**src/hw/rtl/jpt_pkg.sv**
```systemverilog
// ----------------------------------------------------------------------------
// jpt_pkg
// Shared types, constants and helper functions for the JSONPath tokenizer.
// ----------------------------------------------------------------------------
package jpt_pkg;

  // Longest decimal index accepted, in digits.
  localparam int unsigned MaxIndexDigits = 10;

  // The digit counter holds up to one past the limit.
  localparam int unsigned DigitCntW = $clog2(MaxIndexDigits + 2);
  localparam logic [DigitCntW-1:0] MaxDigits = DigitCntW'(MaxIndexDigits);

  localparam int unsigned CharW  = 8;
  localparam int unsigned IndexW = 34;

  // Result queue: room for the largest burst of one byte plus one waiting result.
  localparam int unsigned QDepth = 4;
  localparam int unsigned QPtrW  = $clog2(QDepth);
  localparam int unsigned QCntW  = $clog2(QDepth + 1);

  // Characters with a special meaning in the query text.
  localparam logic [CharW-1:0] ChDollar    = 8'h24;
  localparam logic [CharW-1:0] ChDot       = 8'h2e;
  localparam logic [CharW-1:0] ChLBracket  = 8'h5b;
  localparam logic [CharW-1:0] ChRBracket  = 8'h5d;
  localparam logic [CharW-1:0] ChQuote     = 8'h22;
  localparam logic [CharW-1:0] ChBackslash = 8'h5c;
  localparam logic [CharW-1:0] ChSlash     = 8'h2f;
  localparam logic [CharW-1:0] ChZero      = 8'h30;
  localparam logic [CharW-1:0] ChOne       = 8'h31;
  localparam logic [CharW-1:0] ChNine      = 8'h39;

  // Parser modes.
  typedef enum logic [3:0] {
    MODE_DOLLAR,
    MODE_SEG,
    MODE_DOT_FIRST,
    MODE_DOT_KEY,
    MODE_BR_OPEN,
    MODE_QKEY,
    MODE_QESC,
    MODE_QCLOSE,
    MODE_ZERO_CLOSE,
    MODE_DIGITS,
    MODE_ERR
  } mode_e;

  // Result kinds.
  typedef enum logic [1:0] {
    KIND_KEY_BYTE = 2'd0,
    KIND_KEY_END  = 2'd1,
    KIND_INDEX    = 2'd2,
    KIND_FINISHED = 2'd3
  } kind_e;

  // Query completion status.
  typedef enum logic [3:0] {
    ST_OK          = 4'd0,
    ST_NO_DOLLAR   = 4'd1,
    ST_DANGLING    = 4'd2,
    ST_EMPTY_KEY   = 4'd3,
    ST_BAD_ESCAPE  = 4'd4,
    ST_MISSING     = 4'd5,
    ST_INDEX_LONG  = 4'd6,
    ST_BAD_BRACKET = 4'd7,
    ST_UNKNOWN_SEG = 4'd8
  } status_e;

  // One result as held in the output queue.
  typedef struct packed {
    kind_e              kind;
    logic [CharW-1:0]   key_char;
    logic [IndexW-1:0]  index_value;
    status_e            status;
    logic               last_of_run;
  } result_t;

  // ASCII letters and digits only.
  function automatic logic is_alnum(input logic [CharW-1:0] c);
    return ((c >= 8'h30) && (c <= 8'h39)) ||
           ((c >= 8'h41) && (c <= 8'h5a)) ||
           ((c >= 8'h61) && (c <= 8'h7a));
  endfunction

  function automatic logic is_digit(input logic [CharW-1:0] c);
    return (c >= ChZero) && (c <= ChNine);
  endfunction

  // Escape letter decode: bit 8 set when the letter is a known escape.
  function automatic logic [CharW:0] decode_escape(input logic [CharW-1:0] c);
    logic [CharW:0] res;
    res = '0;
    case (c)
      ChBackslash, ChQuote, ChSlash: res = {1'b1, c};
      8'h6e:   res = {1'b1, 8'h0a};
      8'h62:   res = {1'b1, 8'h08};
      8'h72:   res = {1'b1, 8'h0d};
      8'h66:   res = {1'b1, 8'h0c};
      8'h74:   res = {1'b1, 8'h09};
      default: res = '0;
    endcase
    return res;
  endfunction

endpackage

```
**src/hw/rtl/json_path_tokenizer_core.sv**
```systemverilog
// ----------------------------------------------------------------------------
// json_path_tokenizer_core
// Byte-serial JSONPath query tokenizer: streams key bytes, key ends, index
// values and a final status for each query.
// ----------------------------------------------------------------------------
//
//  Channel | Handshake               | Payload
//  --------+-------------------------+---------------------------------------
//  in      | in_valid_i / in_ready_o | char_byte_i, end_of_query_i
//  out     | out_valid_o/out_ready_i | event_kind_o, key_char_o, index_value_o,
//          |                         | status_o, last_of_run_o
//
// One byte is accepted per cycle while the queue has room; a byte is held in the input
// register, then its results, none to three, enter a four-entry result queue.
// The queue drains one result per cycle while out_ready_i is high, so bytes that
// give two or three results hold the input off while the queue drains.
// A byte is parsed only while the queue holds at most one result.
// Reset (rst_ni low) returns the parser to waiting for '$' and empties the queue.

module json_path_tokenizer_core (
  input  logic                      clk_i,
  input  logic                      rst_ni,
  input  logic                      in_valid_i,
  output logic                      in_ready_o,
  input  logic [jpt_pkg::CharW-1:0] char_byte_i,
  input  logic                      end_of_query_i,
  output logic                      out_valid_o,
  input  logic                      out_ready_i,
  output logic [1:0]                event_kind_o,
  output logic [jpt_pkg::CharW-1:0] key_char_o,
  output logic [jpt_pkg::IndexW-1:0] index_value_o,
  output logic [3:0]                status_o,
  output logic                      last_of_run_o
);

  // Input register.
  logic                      in_vld_q;
  logic [jpt_pkg::CharW-1:0] char_q;
  logic                      last_q;

  // Parser state.
  jpt_pkg::mode_e                mode_q, mode_d;
  logic [jpt_pkg::DigitCntW-1:0] cnt_q, cnt_d;
  logic [jpt_pkg::IndexW-1:0]    acc_q, acc_d;
  jpt_pkg::status_e              err_q, err_d;

  // Result queue.
  jpt_pkg::result_t           queue_q [jpt_pkg::QDepth];
  logic [jpt_pkg::QPtrW-1:0]  wr_ptr_q, rd_ptr_q;
  logic [jpt_pkg::QCntW-1:0]  count_q;

  logic room;
  logic take;
  logic pop;

  // Candidate results of one byte: main event, closing key end, finish.
  logic             a_vld, b_vld, c_vld;
  jpt_pkg::result_t res_a, res_b, res_c;
  logic [jpt_pkg::QPtrW-1:0] pos_a, pos_b, pos_c;
  logic [1:0]                push_n;

  // Segment start decode, shared by two modes.
  jpt_pkg::mode_e   seg_mode;
  logic             seg_fail;
  jpt_pkg::status_e seg_code;

  logic [jpt_pkg::CharW:0]    esc;
  logic [jpt_pkg::IndexW-1:0] acc_next;
  logic [jpt_pkg::IndexW-1:0] digit_val;

  assign room       = (count_q <= jpt_pkg::QCntW'(1));
  assign take       = in_vld_q && room;
  assign in_ready_o = !in_vld_q || room;
  assign pop        = out_valid_o && out_ready_i;

  // Input register load.
  always_ff @(posedge clk_i or negedge rst_ni) begin
    if (!rst_ni) begin
      in_vld_q <= 1'b0;
    end else if (in_ready_o) begin
      in_vld_q <= in_valid_i;
    end
  end

  always_ff @(posedge clk_i) begin
    if (in_valid_i && in_ready_o) begin
      char_q <= char_byte_i;
      last_q <= end_of_query_i;
    end
  end

  // Segment start and helper values.
  always_comb begin
    seg_mode = jpt_pkg::MODE_ERR;
    seg_fail = 1'b1;
    seg_code = jpt_pkg::ST_UNKNOWN_SEG;
    if (last_q) begin
      seg_code = jpt_pkg::ST_DANGLING;
    end else if (char_q == jpt_pkg::ChDot) begin
      seg_mode = jpt_pkg::MODE_DOT_FIRST;
      seg_fail = 1'b0;
    end else if (char_q == jpt_pkg::ChLBracket) begin
      seg_mode = jpt_pkg::MODE_BR_OPEN;
      seg_fail = 1'b0;
    end
  end

  assign esc       = jpt_pkg::decode_escape(char_q);
  assign digit_val = {{(jpt_pkg::IndexW-4){1'b0}}, char_q[3:0]};
  assign acc_next  = (acc_q << 3) + (acc_q << 1) + digit_val;

  // Parser next state and results of the byte in the input register.
  always_comb begin
    mode_d = mode_q;
    cnt_d  = cnt_q;
    acc_d  = acc_q;
    err_d  = err_q;
    a_vld  = 1'b0;
    b_vld  = 1'b0;
    c_vld  = 1'b0;
    res_a  = '{kind: jpt_pkg::KIND_KEY_BYTE, key_char: '0, index_value: '0,
               status: jpt_pkg::ST_OK, last_of_run: 1'b0};
    res_b  = '{kind: jpt_pkg::KIND_KEY_END, key_char: '0, index_value: '0,
               status: jpt_pkg::ST_OK, last_of_run: 1'b0};
    res_c  = '{kind: jpt_pkg::KIND_FINISHED, key_char: '0, index_value: '0,
               status: jpt_pkg::ST_OK, last_of_run: 1'b1};

    unique case (mode_q)
      jpt_pkg::MODE_DOLLAR: begin
        if (char_q == jpt_pkg::ChDollar) begin
          mode_d = jpt_pkg::MODE_SEG;
        end else begin
          mode_d = jpt_pkg::MODE_ERR;
          err_d  = jpt_pkg::ST_NO_DOLLAR;
        end
      end
      jpt_pkg::MODE_SEG: begin
        mode_d = seg_mode;
        if (seg_fail) err_d = seg_code;
      end
      jpt_pkg::MODE_DOT_FIRST: begin
        if (jpt_pkg::is_alnum(char_q)) begin
          a_vld          = 1'b1;
          res_a.key_char = char_q;
          mode_d         = jpt_pkg::MODE_DOT_KEY;
        end else begin
          mode_d = jpt_pkg::MODE_ERR;
          err_d  = jpt_pkg::ST_EMPTY_KEY;
        end
      end
      jpt_pkg::MODE_DOT_KEY: begin
        a_vld = 1'b1;
        if (jpt_pkg::is_alnum(char_q)) begin
          res_a.key_char = char_q;
        end else begin
          res_a.kind = jpt_pkg::KIND_KEY_END;
          mode_d     = seg_mode;
          if (seg_fail) err_d = seg_code;
        end
      end
      jpt_pkg::MODE_BR_OPEN: begin
        if (char_q == jpt_pkg::ChQuote) begin
          mode_d = jpt_pkg::MODE_QKEY;
        end else if (char_q == jpt_pkg::ChZero) begin
          mode_d = jpt_pkg::MODE_ZERO_CLOSE;
        end else if ((char_q >= jpt_pkg::ChOne) && (char_q <= jpt_pkg::ChNine)) begin
          acc_d  = digit_val;
          cnt_d  = jpt_pkg::DigitCntW'(1);
          mode_d = jpt_pkg::MODE_DIGITS;
        end else begin
          mode_d = jpt_pkg::MODE_ERR;
          err_d  = jpt_pkg::ST_BAD_BRACKET;
        end
      end
      jpt_pkg::MODE_QKEY: begin
        if (char_q == jpt_pkg::ChBackslash) begin
          mode_d = jpt_pkg::MODE_QESC;
        end else if (char_q == jpt_pkg::ChQuote) begin
          mode_d = jpt_pkg::MODE_QCLOSE;
        end else begin
          a_vld          = 1'b1;
          res_a.key_char = char_q;
        end
      end
      jpt_pkg::MODE_QESC: begin
        if (esc[jpt_pkg::CharW]) begin
          a_vld          = 1'b1;
          res_a.key_char = esc[jpt_pkg::CharW-1:0];
          mode_d         = jpt_pkg::MODE_QKEY;
        end else begin
          mode_d = jpt_pkg::MODE_ERR;
          err_d  = jpt_pkg::ST_BAD_ESCAPE;
        end
      end
      jpt_pkg::MODE_QCLOSE: begin
        if (char_q == jpt_pkg::ChRBracket) begin
          a_vld      = 1'b1;
          res_a.kind = jpt_pkg::KIND_KEY_END;
          mode_d     = jpt_pkg::MODE_SEG;
        end else begin
          mode_d = jpt_pkg::MODE_ERR;
          err_d  = jpt_pkg::ST_MISSING;
        end
      end
      jpt_pkg::MODE_ZERO_CLOSE: begin
        if (char_q == jpt_pkg::ChRBracket) begin
          a_vld      = 1'b1;
          res_a.kind = jpt_pkg::KIND_INDEX;
          mode_d     = jpt_pkg::MODE_SEG;
        end else begin
          mode_d = jpt_pkg::MODE_ERR;
          err_d  = jpt_pkg::ST_MISSING;
        end
      end
      jpt_pkg::MODE_DIGITS: begin
        if (jpt_pkg::is_digit(char_q)) begin
          if (cnt_q < jpt_pkg::MaxDigits) begin
            acc_d = acc_next;
            cnt_d = cnt_q + jpt_pkg::DigitCntW'(1);
          end else begin
            cnt_d = jpt_pkg::MaxDigits + jpt_pkg::DigitCntW'(1);
          end
        end else if (cnt_q > jpt_pkg::MaxDigits) begin
          mode_d = jpt_pkg::MODE_ERR;
          err_d  = jpt_pkg::ST_INDEX_LONG;
        end else if (char_q != jpt_pkg::ChRBracket) begin
          mode_d = jpt_pkg::MODE_ERR;
          err_d  = jpt_pkg::ST_MISSING;
        end else begin
          a_vld             = 1'b1;
          res_a.kind        = jpt_pkg::KIND_INDEX;
          res_a.index_value = acc_q;
          acc_d             = '0;
          cnt_d             = '0;
          mode_d            = jpt_pkg::MODE_SEG;
        end
      end
      jpt_pkg::MODE_ERR: begin
        // Swallow bytes until the end of the query.
      end
      default: begin
        mode_d = jpt_pkg::MODE_ERR;
      end
    endcase

    // Final byte: close an open dot key, report status, return to reset state.
    if (last_q) begin
      c_vld = 1'b1;
      if (err_d != jpt_pkg::ST_OK) begin
        res_c.status = err_d;
      end else if (mode_d == jpt_pkg::MODE_SEG) begin
        res_c.status = jpt_pkg::ST_OK;
      end else if (mode_d == jpt_pkg::MODE_DOT_KEY) begin
        b_vld        = 1'b1;
        res_c.status = jpt_pkg::ST_OK;
      end else if (mode_d == jpt_pkg::MODE_DIGITS) begin
        res_c.status = (cnt_d > jpt_pkg::MaxDigits) ? jpt_pkg::ST_INDEX_LONG
                                                    : jpt_pkg::ST_MISSING;
      end else if ((mode_d == jpt_pkg::MODE_QKEY) || (mode_d == jpt_pkg::MODE_QESC) ||
                   (mode_d == jpt_pkg::MODE_QCLOSE) ||
                   (mode_d == jpt_pkg::MODE_ZERO_CLOSE)) begin
        res_c.status = jpt_pkg::ST_MISSING;
      end else begin
        res_c.status = jpt_pkg::ST_DANGLING;
      end
      mode_d = jpt_pkg::MODE_DOLLAR;
      cnt_d  = '0;
      acc_d  = '0;
      err_d  = jpt_pkg::ST_OK;
    end

    // Mark the final result of this byte.
    res_a.last_of_run = !b_vld && !c_vld;
    res_b.last_of_run = !c_vld;
  end

  // Parser state register.
  always_ff @(posedge clk_i or negedge rst_ni) begin
    if (!rst_ni) begin
      mode_q <= jpt_pkg::MODE_DOLLAR;
      cnt_q  <= '0;
      acc_q  <= '0;
      err_q  <= jpt_pkg::ST_OK;
    end else if (take) begin
      mode_q <= mode_d;
      cnt_q  <= cnt_d;
      acc_q  <= acc_d;
      err_q  <= err_d;
    end
  end

  // Queue slots for the results of one byte, packed in order.
  assign pos_a  = wr_ptr_q;
  assign pos_b  = wr_ptr_q + jpt_pkg::QPtrW'(a_vld);
  assign pos_c  = pos_b + jpt_pkg::QPtrW'(b_vld);
  assign push_n = 2'(a_vld) + 2'(b_vld) + 2'(c_vld);

  always_ff @(posedge clk_i) begin
    if (take) begin
      if (a_vld) queue_q[pos_a] <= res_a;
      if (b_vld) queue_q[pos_b] <= res_b;
      if (c_vld) queue_q[pos_c] <= res_c;
    end
  end

  // Queue pointers and fill count.
  always_ff @(posedge clk_i or negedge rst_ni) begin
    if (!rst_ni) begin
      wr_ptr_q <= '0;
      rd_ptr_q <= '0;
      count_q  <= '0;
    end else begin
      if (take) wr_ptr_q <= wr_ptr_q + jpt_pkg::QPtrW'(push_n);
      if (pop) rd_ptr_q <= rd_ptr_q + jpt_pkg::QPtrW'(1);
      count_q <= count_q + (take ? jpt_pkg::QCntW'(push_n) : '0)
                         - jpt_pkg::QCntW'(pop);
    end
  end

  // Output transaction from the queue head.
  assign out_valid_o   = (count_q != '0);
  assign event_kind_o  = queue_q[rd_ptr_q].kind;
  assign key_char_o    = queue_q[rd_ptr_q].key_char;
  assign index_value_o = queue_q[rd_ptr_q].index_value;
  assign status_o      = queue_q[rd_ptr_q].status;
  assign last_of_run_o = queue_q[rd_ptr_q].last_of_run;

endmodule

```
**config.mk**
```make
export PLATFORM = sky130hd
export DESIGN_NAME = json_path_tokenizer_core
export DESIGN_NICKNAME = d
export VERILOG_FILES = /design/src/hw/rtl/jpt_pkg.sv /design/src/hw/rtl/json_path_tokenizer_core.sv
export SDC_FILE = /design/constraint.sdc
export NUM_CORES = 1
export LEC_CHECK = 0
export BUFFER_PORTS_ARGS = -buffer_cell sky130_fd_sc_hd__buf_2
export CORE_ASPECT_RATIO = 1.5
export CORE_MARGIN = 2
export CORE_UTILIZATION = 58
export CTS_BUF_LIST = sky130_fd_sc_hd__clkbuf_8
export DETAILED_ROUTE_END_ITERATION = 6
export PLACE_DENSITY_LB_ADDON = 0.12
export REMOVE_ABC_BUFFERS = 1
export SYNTH_ARGS = -nofsm -noshare
export SYNTH_HDL_FRONTEND = slang
export SYNTH_SLANG_ARGS = --single-unit
```
**constraint.sdc**
```tcl
create_clock -name clk_i -period 4.4 [get_ports clk_i]
set_clock_uncertainty 0.05 [all_clocks]
set_input_delay 0.88 -clock clk_i [delete_from_list [all_inputs] [get_ports clk_i]]
set_output_delay 0.88 -clock clk_i [all_outputs]
set_load 0.05 [all_outputs]
```
==> impl_metrics.env <==
export IMPL_status="finished clean"
export IMPL_yosys_area_share_xor_xnor_pct=2.207
export IMPL_yosysSeqAreaShare_pct=39.94
export IMPL_cp_endpoint="count_q[2]"
export IMPL_drv_cap=0
export IMPL_synth_top_family_by_area="simple AND/OR/NAND/NOR gates"
export IMPL_ys_flop_type="dfxtp_1"
export IMPL_syn_avg_cell_area_sq_um=9.324
export IMPL_synth_edff_count=25
export IMPL_max_slew_margin_rel_pct=21.88
export IMPL_viasPerCell=6.112
export IMPL_placed_cells=1918
export IMPL_synth_cell_types=86
export IMPL_cts_sinks=259
export IMPL_syn_cell_area_sq_um=14280
export IMPL_core_sq_um=24260
export IMPL_arrival_ns=4.76
export IMPL_cts_htree_levels=2
export IMPL_synth_mux_area_share_pct=10.19
export IMPL_grt_antenna_before_repair=0
export IMPL_cts_tree="built"
export IMPL_grt_pass1_vias=12200
export IMPL_end_kind="flip-flop"
export IMPL_final_nets=1735
export IMPL_netlist_top_cells_area="dfxtp_1 (25%), dfrtp_1 (9.5%), mux4_2 (7.7%)"
export IMPL_wl_per_cell_um=19.74
export IMPL_die_height_um=196.2
export IMPL_rows=70
export IMPL_dr_pass1_iters=5
export IMPL_tightest_slew_ns=1.172
export IMPL_setup_violations=0
export IMPL_r2r_end="count_q[2]"
export IMPL_wirelength_um=39570
export IMPL_crit_path_start="char_q[7]"
export IMPL_num_fill_cells=2003
export IMPL_fmax_ghz=0.2280
export IMPL_grtUsageMet3_pct=3.488
export IMPL_synth_area_leader_cell="dfxtp_1"
export IMPL_ant_nets=0
export IMPL_ys_ff_latch=259
export IMPL_clk_pin_slew_ns=0.06
export IMPL_io_pin_count=64
export IMPL_grt_max_degree=104
export IMPL_cp_required_ns=4.78
export IMPL_grt_use_met1_pct=33.39
export IMPL_worstSetupPathType="reg2reg"
export IMPL_antenna_diode_count=0
export IMPL_async_flop_share_pct=20.85
export IMPL_gr_total_overflow=0
export IMPL_power_uw=7170
export IMPL_drc=0
export IMPL_area_delta_synth_final_pct=15.05
export IMPL_dpl_hpwl_um=27420
export IMPL_rrSetupSlack_ns=0.01
export IMPL_yosys_area_top_type_share_pct=25.23
export IMPL_cts_made_buffers=41
export IMPL_fp_dieArea_sq_um=25920
export IMPL_ys_warn_count=0
export IMPL_period_needed_ns=4.385
export IMPL_syn_instance_count=1532
export IMPL_root_buffer="clkbuf_8"
export IMPL_use_met2_pct=56.08
export IMPL_critical_path_max_fanout=5
export IMPL_gp_congestion=0.9669
export IMPL_post_route_period_util_pct=99.66
export IMPL_drtIter0Drc=697
export IMPL_yosys_area_share_simple_pct=19.69
export IMPL_portBuffers=63
export IMPL_synth_fa_ha_area_share_pct=6.692
export IMPL_start_util_pct=58.88
export IMPL_clockBufferDepth=3
export IMPL_reg2reg_from="char_q[7]"
export IMPL_ir_worst_vdd_mv=0.3906
export IMPL_synth_compound_area_share_pct=17.37
export IMPL_busiest_layer="met2"
export IMPL_rr_worst_depth=17
export IMPL_dr_total_vias=12250
export IMPL_start_kind="flip-flop"
export IMPL_clock_latency_ns=0.56
export IMPL_slew_violations=0
export IMPL_fin_cells=2004
export IMPL_track_usage_pct=30.46
export IMPL_leakage_uw=0.007116
export IMPL_holdCritPathClass="in2async"
export IMPL_hold_violations=0
export IMPL_drive_gt1_share_pct=19.52
export IMPL_p_per_area_nw_per_um2=436.3
export IMPL_fp_dieW_um=132.1
export IMPL_grt_pass1_wl_um=62800
-- final cells by class --
class	count	area, sq um	share of cell area [%]
repair buffers	178	1295	7.880
multi-input cells	1150	8163	49.67
clock buffers	47	646.9	3.936
inverters	18	67.56	0.4111
clock inverters	28	145.1	0.8832
well taps	324	405.4	2.467
flip-flops and latches	259	5710	34.75
-- cell families after synthesis --
| group | Yosys count |
|---|---|
| XOR/XNOR | 36 |
| buffers and inverters | 123 |
| adder cells (fa/ha/maj) | 74 |
| flip-flops | 259 |
| multiplexers | 84 |
| AND/OR/NAND/NOR | 577 |
| AO/OA/AOI/OAI | 379 |
-- critical path, cell delays in order (launching register included) --
cell and delay (ns):
edfxtp_1 0.44, nand4b_1 0.34, buf_4 0.24, nor4_4 0.38, buf_4 0.17, nor2_1 0.05, a31o_2 0.27, nor4b_2 0.27
nand4b_1 0.23, nor3_4 0.26, fa_1 0.48, nand2_1 0.08, ha_1 0.14, inv_1 0.04, ha_2 0.17, fa_2 0.38
xnor2_2 0.15, xnor2_1 0.12
-- synth_stat cells (25+ instances only) --
master / number
clkbuf_1: 63
ha_1: 70
dfxtp_1: 180
nand2b_1: 84
edfxtp_1: 25
a22o_1: 33
mux4_2: 49
nand2_1: 96
mux2i_1: 34
dfrtp_1: 54
nor2_1: 218
nand3_1: 80
o21ai_0: 43
a21oi_1: 174
-- stage by stage --
step / hold WS, ns / TNS (ns) / util (%) / setup WS (ns) / instance area [sq um]
after detailed placement: 0.4092 / -0.04901 / 63.63 / -0.04901 / 15440
after global placement: 0.3915 / 0 / 63.63 / 0.01425 / 15440
after global routing: 0.3322 / -0.2700 / 67.74 / -0.1752 / 16430
after CTS: 0.2969 / 0 / 67.03 / 0.001178 / 16260
final: 0.2989 / 0 / 67.74 / 0.01482 / 16430
after floorplan: 0.3801 / -1357.13 / - / -7.859 / 13790
-- power breakdown --
group | internal (uW) | total (uW) | switching, uW
clock | 1040 | 1970 | 936
combinational | 952 | 2340 | 1390
sequential | 2570 | 2860 | 288
total | 4560 | 7170 | 2610
-- cell usage in the layout (no fill, tap or decap), drive strengths merged, types with 5 or more instances in the layout --
| master | instances |
|---|---|
| a211o | 6 |
| a21o | 16 |
| a21oi | 174 |
| a22o | 33 |
| a32o | 6 |
| and2 | 11 |
| and3 | 5 |
| buf | 178 |
| clkbuf | 47 |
| dfrtp | 54 |
| dfxtp | 180 |
| edfxtp | 25 |
| ha | 70 |
| inv | 39 |
| mux2i | 34 |
| mux4 | 49 |
| nand2 | 96 |
| nand2b | 84 |
| nand3 | 81 |
| nand4 | 9 |
| nor2 | 218 |
| nor2b | 17 |
| nor3 | 14 |
| nor3b | 6 |
| nor4 | 6 |
| nor4b | 5 |
| o211ai | 20 |
| o21a | 11 |
| o21ai | 47 |
| o22ai | 6 |
| o31ai | 11 |
| or3 | 5 |
| xnor2 | 20 |
| xor2 | 16 |
-- sequential cells by signal, indices dropped and copies added, names as in the netlist --
| register | count |
|---|---|
| cnt_q | 4 |
| last_q | 1 |
| char_q | 8 |
| err_q | 4 |
| mode_q | 4 |
| pos_a | 2 |
| count_q | 3 |
| queue_q | 196 |
| in_vld_q | 1 |
| rd_ptr_q | 2 |
| acc_q | 34 |
-- routing by layer --
metal | vias to the layer above | share of wire (%)
li1 | 5788 | -
met1 | 5930 | 38
met2 | 394 | 53
met3 | 136 | 3.8
met4 | 0 | 5.9
met5 | - | 0
-- repair_timing --
item / CTS / global route
endpoints found under the hold margin: 0 / 0
setup endpoints to repair: 1 / 169
setup buffers: 0 / 12
gates resized for setup: 5 / 19
hold buffers: 0 / 0
cloned: 0 / 0
pin swaps: 1 / 14
-- worst min-delay path by stage --
stage,cells after the start,to
after CTS,1,err_q[2]
after global placement,1,queue_q[3][47]
final,1,count_q[0]
after floorplan,1,queue_q[3][47]
after global routing,1,pos_a[0]
after detailed placement,2,queue_q[2][12]
No activity file was read; power rests on OpenSTA's default activity.
